==> config.mk <==
export PLATFORM = sky130hd
export DESIGN_NAME = greedy_delta_r_pair_matcher_core
export DESIGN_NICKNAME = d
export VERILOG_FILES = /design/src/rtl/gdrpm_pkg.sv /design/src/rtl/greedy_delta_r_pair_matcher_core.sv /design/src/rtl/gdrpm_store.sv /design/src/rtl/gdrpm_sq.sv
export SDC_FILE = /design/constraint.sdc
export NUM_CORES = 2
export LEC_CHECK = 0
export ABC_CLOCK_PERIOD_IN_PS = 10900
export BUFFER_PORTS_ARGS = -buffer_cell sky130_fd_sc_hd__clkbuf_2
export CAP_MARGIN = 5
export CORE_ASPECT_RATIO = 1.2
export CORE_MARGIN = 10
export CORE_UTILIZATION = 63
export CTS_CLUSTER_DIAMETER = 60
export DETAILED_ROUTE_END_ITERATION = 16
export PLACE_DENSITY = 0.77
export SLEW_MARGIN = 15
export SYNTH_ARGS = -nofsm -noshare
export SYNTH_HDL_FRONTEND = slang
export SYNTH_HIERARCHICAL = 1
export SYNTH_SLANG_ARGS = --single-unit
==> constraint.sdc <==
create_clock -name clk_i -period 10.9 [get_ports clk_i]
set_input_delay 3.27 -clock clk_i [delete_from_list [all_inputs] [get_ports clk_i]]
set_output_delay 3.27 -clock clk_i [all_outputs]
set_load 0.05 [all_outputs]
==> src/rtl/gdrpm_pkg.sv <==
// Shared types and constants of the greedy delta-R pair matcher.
package gdrpm_pkg;

  typedef enum logic [1:0] {
    REQ_RECO  = 2'd0,
    REQ_TRUTH = 2'd1,
    REQ_EOE   = 2'd2,
    REQ_RSV   = 2'd3
  } req_e;

  typedef enum logic [1:0] {
    CFG_RECO_PT  = 2'd0,
    CFG_TRUTH_PT = 2'd1,
    CFG_ETA_LIM  = 2'd2,
    CFG_DIST_MAX = 2'd3
  } cfg_idx_e;

  typedef enum logic [3:0] {
    ST_IDLE,
    ST_THR,
    ST_RSTART,
    ST_SCAN,
    ST_READ,
    ST_SQ1,
    ST_SQ2,
    ST_CMP,
    ST_RDONE,
    ST_FLUSH
  } state_e;

  localparam int unsigned RESULT_LIMIT = 16;
  localparam int unsigned NW = $clog2(RESULT_LIMIT + 1);

  localparam logic signed [15:0] PI_FX     = 16'sd12868;
  localparam logic signed [15:0] TWO_PI_FX = 16'sd25736;

  // Stored object position: phi in the upper half, eta in the lower.
  typedef struct packed {
    logic signed [14:0] phi;
    logic signed [14:0] eta;
  } pos_t;

endpackage

==> src/rtl/greedy_delta_r_pair_matcher_core.sv <==
// Greedy delta-R pair matcher: objects load one per cycle while the matcher is
// idle (reco or reference, cut applied on arrival, MAX_OBJECTS per side, extras
// dropped and flagged). An end-of-event item starts matching and holds the input
// off until the last result of the event has entered the output register. Each
// matching round scans every (reco, reference) pair in index order through one
// shared squarer: a pair where both objects pass and are unused steps through
// select, read, eta square, phi square, add and compare; a skipped object or
// pair and the end of each passing reco row are handled in the scan state alone,
// and each round adds restart, end of scan and round done, after the threshold
// square at the start of the event. The output register waits on m_axis only
// when a result is still pending there. Up to 16 pairs are emitted per event,
// in the order chosen, the last one marked by tlast; an event with no pair gives
// one result with pair_valid low.
module greedy_delta_r_pair_matcher_core #(
  parameter int unsigned MAX_OBJECTS = 16
) (
  input  logic        clk_i,
  input  logic        rst_ni,
  // config write port
  input  logic        cfg_we_i,
  input  logic [1:0]  cfg_idx_i,
  input  logic [15:0] cfg_data_i,
  // input items
  input  logic        s_axis_tvalid,
  output logic        s_axis_tready,
  input  logic [47:0] s_axis_tdata,   // obj_pt[15:0], obj_eta[30:16], obj_phi[45:31]
  input  logic [1:0]  s_axis_tuser,   // req_type[1:0]
  // result items
  output logic        m_axis_tvalid,
  input  logic        m_axis_tready,
  output logic [39:0] m_axis_tdata,   // reco_index[3:0], truth_index[7:4], distance_sq[38:8]
  output logic [1:0]  m_axis_tuser,   // pair_valid[0], overflow[1]
  output logic        m_axis_tlast
);

  localparam int unsigned IW = (MAX_OBJECTS > 1) ? $clog2(MAX_OBJECTS) : 1;
  localparam int unsigned CW = $clog2(MAX_OBJECTS + 1);

  gdrpm_pkg::state_e state_q, state_d;

  // configuration
  logic [15:0] reco_pt_floor_q, truth_pt_floor_q;
  logic [13:0] eta_limit_q, dist_max_q;

  // event bookkeeping
  logic [CW-1:0]          reco_cnt_q, truth_cnt_q;
  logic                   dropped_q;
  logic [MAX_OBJECTS-1:0] reco_pass_q, truth_pass_q;
  logic [MAX_OBJECTS-1:0] reco_used_q, truth_used_q;

  // scan
  logic [CW-1:0]           r_q, t_q;
  logic [29:0]             thr_q;
  logic signed [15:0]      de_q, dp_q;
  logic [29:0]             acc_q;
  logic                    found_q;
  logic [IW-1:0]           best_r_q, best_t_q;
  logic [30:0]             best_d_q;
  logic                    have_pend_q;
  logic [IW-1:0]           pend_r_q, pend_t_q;
  logic [30:0]             pend_d_q;
  logic [gdrpm_pkg::NW-1:0] n_q;

  // output register
  logic        out_valid_q;
  logic [3:0]  out_r_q, out_t_q;
  logic [30:0] out_d_q;
  logic        out_pv_q, out_ov_q, out_last_q;

  // input unpack
  gdrpm_pkg::req_e    req;
  logic [15:0]        in_pt;
  logic signed [14:0] in_eta, in_phi;
  logic [14:0]        in_aeta;
  logic               in_acc, in_pass;
  logic               reco_we, truth_we;
  gdrpm_pkg::pos_t    in_pos, reco_pos, truth_pos;

  logic [IW-1:0]      ri, ti;
  logic               reco_ok, truth_ok;
  logic signed [15:0] op, de_w, dp_raw, dp_w;
  logic [29:0]        sq;
  logic [30:0]        pair_d;
  logic               emit_need, can_emit, go, emit;

  assign req    = gdrpm_pkg::req_e'(s_axis_tuser);
  assign in_pt  = s_axis_tdata[15:0];
  assign in_eta = s_axis_tdata[30:16];
  assign in_phi = s_axis_tdata[45:31];
  assign in_aeta = in_eta[14] ? 15'(-in_eta) : 15'(in_eta);
  assign in_acc = s_axis_tvalid && s_axis_tready;
  assign in_pos = '{phi: in_phi, eta: in_eta};

  assign ri = r_q[IW-1:0];
  assign ti = t_q[IW-1:0];
  assign reco_ok  = reco_pass_q[ri] && !reco_used_q[ri];
  assign truth_ok = truth_pass_q[ti] && !truth_used_q[ti];
  assign pair_d = 31'(acc_q) + 31'(sq);

  gdrpm_store #(.DEPTH(MAX_OBJECTS), .AW(IW)) u_reco_store (
    .clk_i   (clk_i),
    .we_i    (reco_we),
    .waddr_i (reco_cnt_q[IW-1:0]),
    .wdata_i (in_pos),
    .raddr_i (ri),
    .rdata_o (reco_pos)
  );

  gdrpm_store #(.DEPTH(MAX_OBJECTS), .AW(IW)) u_truth_store (
    .clk_i   (clk_i),
    .we_i    (truth_we),
    .waddr_i (truth_cnt_q[IW-1:0]),
    .wdata_i (in_pos),
    .raddr_i (ti),
    .rdata_o (truth_pos)
  );

  gdrpm_sq u_sq (
    .clk_i (clk_i),
    .op_i  (op),
    .sq_o  (sq)
  );

  // Differences of the pair just read; phi wraps by one turn at most.
  always_comb begin
    de_w   = 16'(reco_pos.eta) - 16'(truth_pos.eta);
    dp_raw = 16'(reco_pos.phi) - 16'(truth_pos.phi);
    if (dp_raw > gdrpm_pkg::PI_FX) begin
      dp_w = dp_raw - gdrpm_pkg::TWO_PI_FX;
    end else if (dp_raw < -gdrpm_pkg::PI_FX) begin
      dp_w = dp_raw + gdrpm_pkg::TWO_PI_FX;
    end else begin
      dp_w = dp_raw;
    end
  end

  // Outputs of the sequencer.
  always_comb begin
    s_axis_tready = (state_q == gdrpm_pkg::ST_IDLE);
    in_pass  = (in_pt >= ((req == gdrpm_pkg::REQ_RECO) ? reco_pt_floor_q : truth_pt_floor_q))
               && (in_aeta <= 15'(eta_limit_q));
    reco_we  = in_acc && (req == gdrpm_pkg::REQ_RECO) && (reco_cnt_q < CW'(MAX_OBJECTS));
    truth_we = in_acc && (req == gdrpm_pkg::REQ_TRUTH) && (truth_cnt_q < CW'(MAX_OBJECTS));
    unique case (state_q)
      gdrpm_pkg::ST_SQ1: op = de_q;
      gdrpm_pkg::ST_SQ2: op = dp_q;
      default:           op = 16'(dist_max_q);
    endcase
    emit_need = have_pend_q || !found_q;
    can_emit  = !out_valid_q || m_axis_tready;
    go        = !emit_need || can_emit;
    emit      = ((state_q == gdrpm_pkg::ST_RDONE) && go && emit_need)
                || ((state_q == gdrpm_pkg::ST_FLUSH) && can_emit);
  end

  // Next state.
  always_comb begin
    state_d = state_q;
    unique case (state_q)
      gdrpm_pkg::ST_IDLE: begin
        if (in_acc && req == gdrpm_pkg::REQ_EOE) state_d = gdrpm_pkg::ST_THR;
      end
      gdrpm_pkg::ST_THR:    state_d = gdrpm_pkg::ST_RSTART;
      gdrpm_pkg::ST_RSTART: state_d = gdrpm_pkg::ST_SCAN;
      gdrpm_pkg::ST_SCAN: begin
        if (r_q >= reco_cnt_q) begin
          state_d = gdrpm_pkg::ST_RDONE;
        end else if (reco_ok && t_q < truth_cnt_q && truth_ok) begin
          state_d = gdrpm_pkg::ST_READ;
        end
      end
      gdrpm_pkg::ST_READ: state_d = gdrpm_pkg::ST_SQ1;
      gdrpm_pkg::ST_SQ1:  state_d = gdrpm_pkg::ST_SQ2;
      gdrpm_pkg::ST_SQ2:  state_d = gdrpm_pkg::ST_CMP;
      gdrpm_pkg::ST_CMP:  state_d = gdrpm_pkg::ST_SCAN;
      gdrpm_pkg::ST_RDONE: begin
        if (go) begin
          if (!found_q) begin
            state_d = gdrpm_pkg::ST_IDLE;
          end else if (n_q + 1'b1 == gdrpm_pkg::NW'(gdrpm_pkg::RESULT_LIMIT)) begin
            state_d = gdrpm_pkg::ST_FLUSH;
          end else begin
            state_d = gdrpm_pkg::ST_RSTART;
          end
        end
      end
      gdrpm_pkg::ST_FLUSH: begin
        if (can_emit) state_d = gdrpm_pkg::ST_IDLE;
      end
      default: state_d = gdrpm_pkg::ST_IDLE;
    endcase
  end

  always_ff @(posedge clk_i or negedge rst_ni) begin
    if (!rst_ni) begin
      state_q <= gdrpm_pkg::ST_IDLE;
    end else begin
      state_q <= state_d;
    end
  end

  // Configuration registers.
  always_ff @(posedge clk_i or negedge rst_ni) begin
    if (!rst_ni) begin
      reco_pt_floor_q  <= 16'd160;
      truth_pt_floor_q <= 16'd160;
      eta_limit_q      <= 14'd4505;
      dist_max_q       <= 14'd1229;
    end else if (cfg_we_i) begin
      unique case (gdrpm_pkg::cfg_idx_e'(cfg_idx_i))
        gdrpm_pkg::CFG_RECO_PT:  reco_pt_floor_q  <= cfg_data_i;
        gdrpm_pkg::CFG_TRUTH_PT: truth_pt_floor_q <= cfg_data_i;
        gdrpm_pkg::CFG_ETA_LIM:  eta_limit_q      <= cfg_data_i[13:0];
        gdrpm_pkg::CFG_DIST_MAX: dist_max_q       <= cfg_data_i[13:0];
        default: ;
      endcase
    end
  end

  // Event control state: counts, flags, scan position, output valid.
  always_ff @(posedge clk_i or negedge rst_ni) begin
    if (!rst_ni) begin
      reco_cnt_q   <= '0;
      truth_cnt_q  <= '0;
      dropped_q    <= 1'b0;
      reco_used_q  <= '0;
      truth_used_q <= '0;
      r_q          <= '0;
      t_q          <= '0;
      found_q      <= 1'b0;
      have_pend_q  <= 1'b0;
      n_q          <= '0;
      out_valid_q  <= 1'b0;
    end else begin
      // load a new result, or drop the one taken downstream
      if (emit) out_valid_q <= 1'b1;
      else if (m_axis_tready) out_valid_q <= 1'b0;
      unique case (state_q)
        gdrpm_pkg::ST_IDLE: begin
          if (in_acc) begin
            if (req == gdrpm_pkg::REQ_RECO) begin
              if (reco_we) reco_cnt_q <= reco_cnt_q + 1'b1;
              else         dropped_q  <= 1'b1;
            end else if (req == gdrpm_pkg::REQ_TRUTH) begin
              if (truth_we) truth_cnt_q <= truth_cnt_q + 1'b1;
              else          dropped_q   <= 1'b1;
            end else if (req == gdrpm_pkg::REQ_EOE) begin
              n_q         <= '0;
              have_pend_q <= 1'b0;
            end
          end
        end
        gdrpm_pkg::ST_RSTART: begin
          r_q     <= '0;
          t_q     <= '0;
          found_q <= 1'b0;
        end
        gdrpm_pkg::ST_SCAN: begin
          if (r_q < reco_cnt_q) begin
            if (!reco_ok || t_q >= truth_cnt_q) begin
              r_q <= r_q + 1'b1;
              t_q <= '0;
            end else if (!truth_ok) begin
              t_q <= t_q + 1'b1;
            end
          end
        end
        gdrpm_pkg::ST_CMP: begin
          if (pair_d < 31'(thr_q) && (!found_q || pair_d < best_d_q)) found_q <= 1'b1;
          t_q <= t_q + 1'b1;
        end
        gdrpm_pkg::ST_RDONE: begin
          if (go) begin
            if (found_q) begin
              have_pend_q <= 1'b1;
              reco_used_q[best_r_q]  <= 1'b1;
              truth_used_q[best_t_q] <= 1'b1;
              n_q <= n_q + 1'b1;
            end else begin
              // close the event
              reco_cnt_q   <= '0;
              truth_cnt_q  <= '0;
              dropped_q    <= 1'b0;
              reco_used_q  <= '0;
              truth_used_q <= '0;
              have_pend_q  <= 1'b0;
            end
          end
        end
        gdrpm_pkg::ST_FLUSH: begin
          if (can_emit) begin
            reco_cnt_q   <= '0;
            truth_cnt_q  <= '0;
            dropped_q    <= 1'b0;
            reco_used_q  <= '0;
            truth_used_q <= '0;
            have_pend_q  <= 1'b0;
          end
        end
        default: ;
      endcase
    end
  end

  // Datapath registers.
  always_ff @(posedge clk_i) begin
    if (reco_we)  reco_pass_q[reco_cnt_q[IW-1:0]]  <= in_pass;
    if (truth_we) truth_pass_q[truth_cnt_q[IW-1:0]] <= in_pass;
    unique case (state_q)
      gdrpm_pkg::ST_THR: thr_q <= sq;
      gdrpm_pkg::ST_READ: begin
        de_q <= de_w;
        dp_q <= dp_w;
      end
      gdrpm_pkg::ST_SQ2: acc_q <= sq;
      gdrpm_pkg::ST_CMP: begin
        if (pair_d < 31'(thr_q) && (!found_q || pair_d < best_d_q)) begin
          best_r_q <= ri;
          best_t_q <= ti;
          best_d_q <= pair_d;
        end
      end
      gdrpm_pkg::ST_RDONE: begin
        if (go) begin
          if (emit_need) begin
            out_r_q    <= have_pend_q ? 4'(pend_r_q) : 4'd0;
            out_t_q    <= have_pend_q ? 4'(pend_t_q) : 4'd0;
            out_d_q    <= have_pend_q ? pend_d_q : 31'd0;
            out_pv_q   <= have_pend_q;
            out_ov_q   <= dropped_q;
            out_last_q <= !found_q;
          end
          if (found_q) begin
            pend_r_q <= best_r_q;
            pend_t_q <= best_t_q;
            pend_d_q <= best_d_q;
          end
        end
      end
      gdrpm_pkg::ST_FLUSH: begin
        if (can_emit) begin
          out_r_q    <= 4'(pend_r_q);
          out_t_q    <= 4'(pend_t_q);
          out_d_q    <= pend_d_q;
          out_pv_q   <= 1'b1;
          out_ov_q   <= dropped_q;
          out_last_q <= 1'b1;
        end
      end
      default: ;
    endcase
  end

  assign m_axis_tvalid = out_valid_q;
  assign m_axis_tdata  = {1'b0, out_d_q, out_t_q, out_r_q};
  assign m_axis_tuser  = {out_ov_q, out_pv_q};
  assign m_axis_tlast  = out_last_q;

  a_best_below_thr: assert property (@(posedge clk_i) disable iff (!rst_ni)
    (found_q && state_q == gdrpm_pkg::ST_RDONE) |-> (best_d_q < 31'(thr_q)))
    else $error("chosen pair not below threshold");

  a_nopair_is_last: assert property (@(posedge clk_i) disable iff (!rst_ni)
    (out_valid_q && !out_pv_q) |-> out_last_q)
    else $error("no-pair result without last");

  a_count_bound: assert property (@(posedge clk_i) disable iff (!rst_ni)
    (reco_cnt_q <= CW'(MAX_OBJECTS)) && (truth_cnt_q <= CW'(MAX_OBJECTS)))
    else $error("object count beyond capacity");

  a_result_limit: assert property (@(posedge clk_i) disable iff (!rst_ni)
    n_q <= gdrpm_pkg::NW'(gdrpm_pkg::RESULT_LIMIT))
    else $error("too many results in one event");

endmodule

==> src/rtl/gdrpm_store.sv <==
// Object position memory for one side, one write and one registered read port.
module gdrpm_store #(
  parameter int unsigned DEPTH = 16,
  parameter int unsigned AW    = 4
) (
  input  logic             clk_i,
  input  logic             we_i,
  input  logic [AW-1:0]    waddr_i,
  input  gdrpm_pkg::pos_t  wdata_i,
  input  logic [AW-1:0]    raddr_i,
  output gdrpm_pkg::pos_t  rdata_o
);

  gdrpm_pkg::pos_t mem [DEPTH];
  gdrpm_pkg::pos_t rdata_q;

  always_ff @(posedge clk_i) begin
    if (we_i) begin
      mem[waddr_i] <= wdata_i;
    end
    rdata_q <= mem[raddr_i];
  end

  assign rdata_o = rdata_q;

endmodule

==> src/rtl/gdrpm_sq.sv <==
// Shared registered squarer for eta and phi differences and the threshold.
module gdrpm_sq (
  input  logic               clk_i,
  input  logic signed [15:0] op_i,
  output logic [29:0]        sq_o
);

  logic [14:0] mag;
  logic [29:0] sq_q;

  assign mag = op_i[15] ? 15'(-op_i) : 15'(op_i);

  always_ff @(posedge clk_i) begin
    sq_q <= 30'(mag) * 30'(mag);
  end

  assign sq_o = sq_q;

endmodule
==> impl_metrics.csv <==
group,metric,value,unit
run_status,outcome,"finished, final reports clean",
placed_design,io_buffers,114,
logic_synthesis,synthArstFlopShare,0.0882,
timing,finalHoldViolations,0,
worst_setup_path,cp-end-kind,"flop",
worst_setup_path,crit_path_start,"state_q[3]$_DFFE_PN0P_",
logic_synthesis,ys_seq_area_frac,0.629,
floorplan,start_util,0.634,
global_routing,grt_max_degree,76,
floorplan,fp-row-count,129,
clock_tree,cts_tree,"built",
logic_synthesis,yosys_warnings,6,
placed_design,gp_congestion,0.906,
floorplan,core-area,103000,um2
global_routing,grtUsageMet1,0.305,
placed_design,dpl.hpwl,91500,um
timing,setup_viol,0,
clock_tree,htree_levels,4,
global_routing,grt_use_met2,0.433,
global_routing,grt_usage,0.249,
final_layout,final-seq-area,41100,um2
clock_tree,clk_pin_slew,60,ps
global_routing,grt_use_met3,0.0421,
global_routing,grt_pass1_vias,37900,
logic_synthesis,synth_area_per_cell,15.6,um2
clock_tree,clockBufferDepth,3,
logic_synthesis,synth.distinct_cells,91,
worst_setup_path,max_stage_delay,670,ps
min_path,hold_start,"best_d_q[26]$_DFFE_PP_",
clock_tree,cts_buffers,135,
final_layout,mostFrequentLayoutCell,"edfxtp_1",
drt,vias_per_cell,6.22,
final_layout,final_cell_mix,"1204 x edfxtp_1, 382 x inv_1, 265 x ha_1",
clock_tree,cts_resized,0,
clock_tree,ctsHoldBuffers,0,
timing,finalSetupTns,0,ps
timing,slew_violations,0,
timing,layout_min_cycle_time,9710,ps
logic_synthesis,synth_cells,4193,
logic_synthesis,synth.cell_area,65300,um2
final_layout,nNetsFinal,4871,
drt,wl_per_cell,24.7,um
floorplan,io_pins,118,
worst_setup_path,r2r_start,"state_q[3]$_DFFE_PN0P_",
worst_setup_path,cp_slowest_cell,"a21boi_0",
worst_setup_path,crit_arrival,10320,ps
logic_synthesis,syn_nets,4671,
timing,whs,449,ps
drt,antenna_left,0,
logic_synthesis,ys_ff_latch,1418,
final_layout,syn_to_final_growth,10.4,%
clock_tree,cts_root_buffer,"clkbuf_16",
global_routing,busiest_layer,"met2",
floorplan,die_h,373,um
drt,vias,36600,
floorplan,dieWidth,314,um
worst_setup_path,cp_max_fo,23,
worst_setup_path,crit_required,11510,ps
job,drv_cap,0,
final_layout,n_fill_cell,6641,
timing,final.setup_skew,28.1,ps
clock_tree,cts_setup_buffers,0,
worst_setup_path,crit_top_cell,"fa_1",
final_layout,multi_input_area,22200,um2
clock_tree,clock_sinks,1418,
logic_synthesis,synth_edf_count,1204,
worst_setup_path,startpoint_type,"flop",
min_path,min_path_type,"flop to flop",
final_layout,layout-drive-gt1-share,0.153,
timing,worst_pin_slew,1250,ps
global_routing,antenna_found_initial,3,
drt,drt_first_pass_iters,6,
drt,drt-total-wl,145000,um
timing,max_clock_freq,103,MHz
clock_tree,worstSkewPairLatency,750,ps
timing,final.period_utilization,0.890,
drt,drc,0,
global_routing,grt_pass1_wl,223000,um
global_routing,grt-ovfl-total,0,
drt,drt-initial-drc-count,3009,
worst_setup_path,crit_type,"flop to flop",
floorplan,fp.dieArea,117000,um2
timing,rsz0062_at_grt,"no",
logic_synthesis,synth_flop_cell,"edfxtp_1",
timing,slew_headroom,0.161,
-- synth_stat cells (all sizes together) (15+ instances only) --
cell,number,share of area
a21o,58,0.0067
a21oi,164,0.013
a22oi,132,0.015
a31oi,20,0.0019
and2,28,0.0027
buf,52,0.0089
clkbuf,80,0.0046
dfrtp,109,0.042
dfstp,16,0.0064
dfxtp,89,0.027
edfxtp,1204,0.55
fa,140,0.043
ha,265,0.051
inv,384,0.022
mux2,62,0.011
mux2i,15,0.0023
mux4,243,0.090
nand2,209,0.012
nand2b,34,0.0033
nand3,39,0.0031
nand4,24,0.0023
nor2,242,0.014
nor2b,69,0.0066
nor3,42,0.0033
o21ai,95,0.0073
o21bai,19,0.0022
o22ai,19,0.0018
or3,19,0.0018
xnor2,92,0.012
xor2,41,0.0059
-- stage by stage --
stage | area (um2) | instances | setup WS [ps] | util
detailed placement | 67700 | 5630 | 1300 | 0.657
global placement | 67700 | 5630 | 1390 | 0.657
global route | 72100 | 5882 | 806 | 0.700
CTS | 72100 | 5879 | 1250 | 0.700
finish | 72100 | 5882 | 1190 | 0.700
floorplan | 65300 | 4193 | 2430 | -
-- area by class of cell --
| class | instances | share of cell area |
|---|---|---|
| antenna | 2 | 0.0000694 |
| multi-input combinational | 2256 | 0.308 |
| clock buffer | 184 | 0.0524 |
| timing repair buffer | 195 | 0.0166 |
| clock inverter | 65 | 0.00873 |
| sequential | 1418 | 0.570 |
| tap | 1375 | 0.0239 |
| inverter | 387 | 0.0202 |
-- sequential cells by signal, summed over array words and instances (netlist names), 29 cells and up --
| signal | flops |
|---|---|
| pend_d_q | 31 |
| best_d_q | 31 |
| out_d_q | 31 |
| thr_q | 30 |
| u_reco_store/mem | 480 |
| u_truth_store/rdata_o | 30 |
| u_reco_store/rdata_o | 30 |
| acc_q | 30 |
| u_truth_store/mem | 480 |
| u_sq/sq_o | 29 |
-- kinds of logic (layout without fill, tap and decap cells) --
group                      Yosys count  count (layout)  synth area share
other                                2               4          0.000115
buffers and inverters              519             831            0.0357
muxes                              320             320             0.103
adders and majority gates          405             405            0.0937
xor gates and xnor gates           133             133            0.0184
DFF                               1418            1418             0.629
AOI/OAI and AO/OA                  631             631            0.0643
and+or+nand+nor                    765             765            0.0556
-- layer usage --
layer / share of wire / up-vias
met4: 0.042 / 0
met1: 0.37 / 18500
met3: 0.068 / 363
li1: - / 16200
met2: 0.52 / 1523
met5: 0 / -
-- path summary, 6_finish.rpt --
kind                                                    to  slack (ps)  cells after the start
worst max register to register       u_sq/sq_o[29]$_DFF_P_        1190                     29
max in group asynchronous               t_q[0]$_DFFE_PN0P_        6950                      2
worst min register to register      pend_d_q[26]$_DFFE_PP_         450                      0
worst min-delay path                pend_d_q[26]$_DFFE_PP_         450                      0
worst max-delay path                 u_sq/sq_o[29]$_DFF_P_        1190                     29
min in group asynchronous       truth_cnt_q[0]$_DFFE_PN0P_        2680                      1
-- critical path, delay by kind of cell, from the launching register on --
family | cells | cell delay, ps
DFF | 1 | 550
buffers and inverters | 6 | 820
and+or+nand+nor | 5 | 1980
adders and majority gates | 7 | 3560
xor gates and xnor gates | 2 | 320
AOI/OAI and AO/OA | 9 | 2330
Power is not shown: default switching activity piles up to over one toggle a cycle in this logic, so the estimate is an artifact.
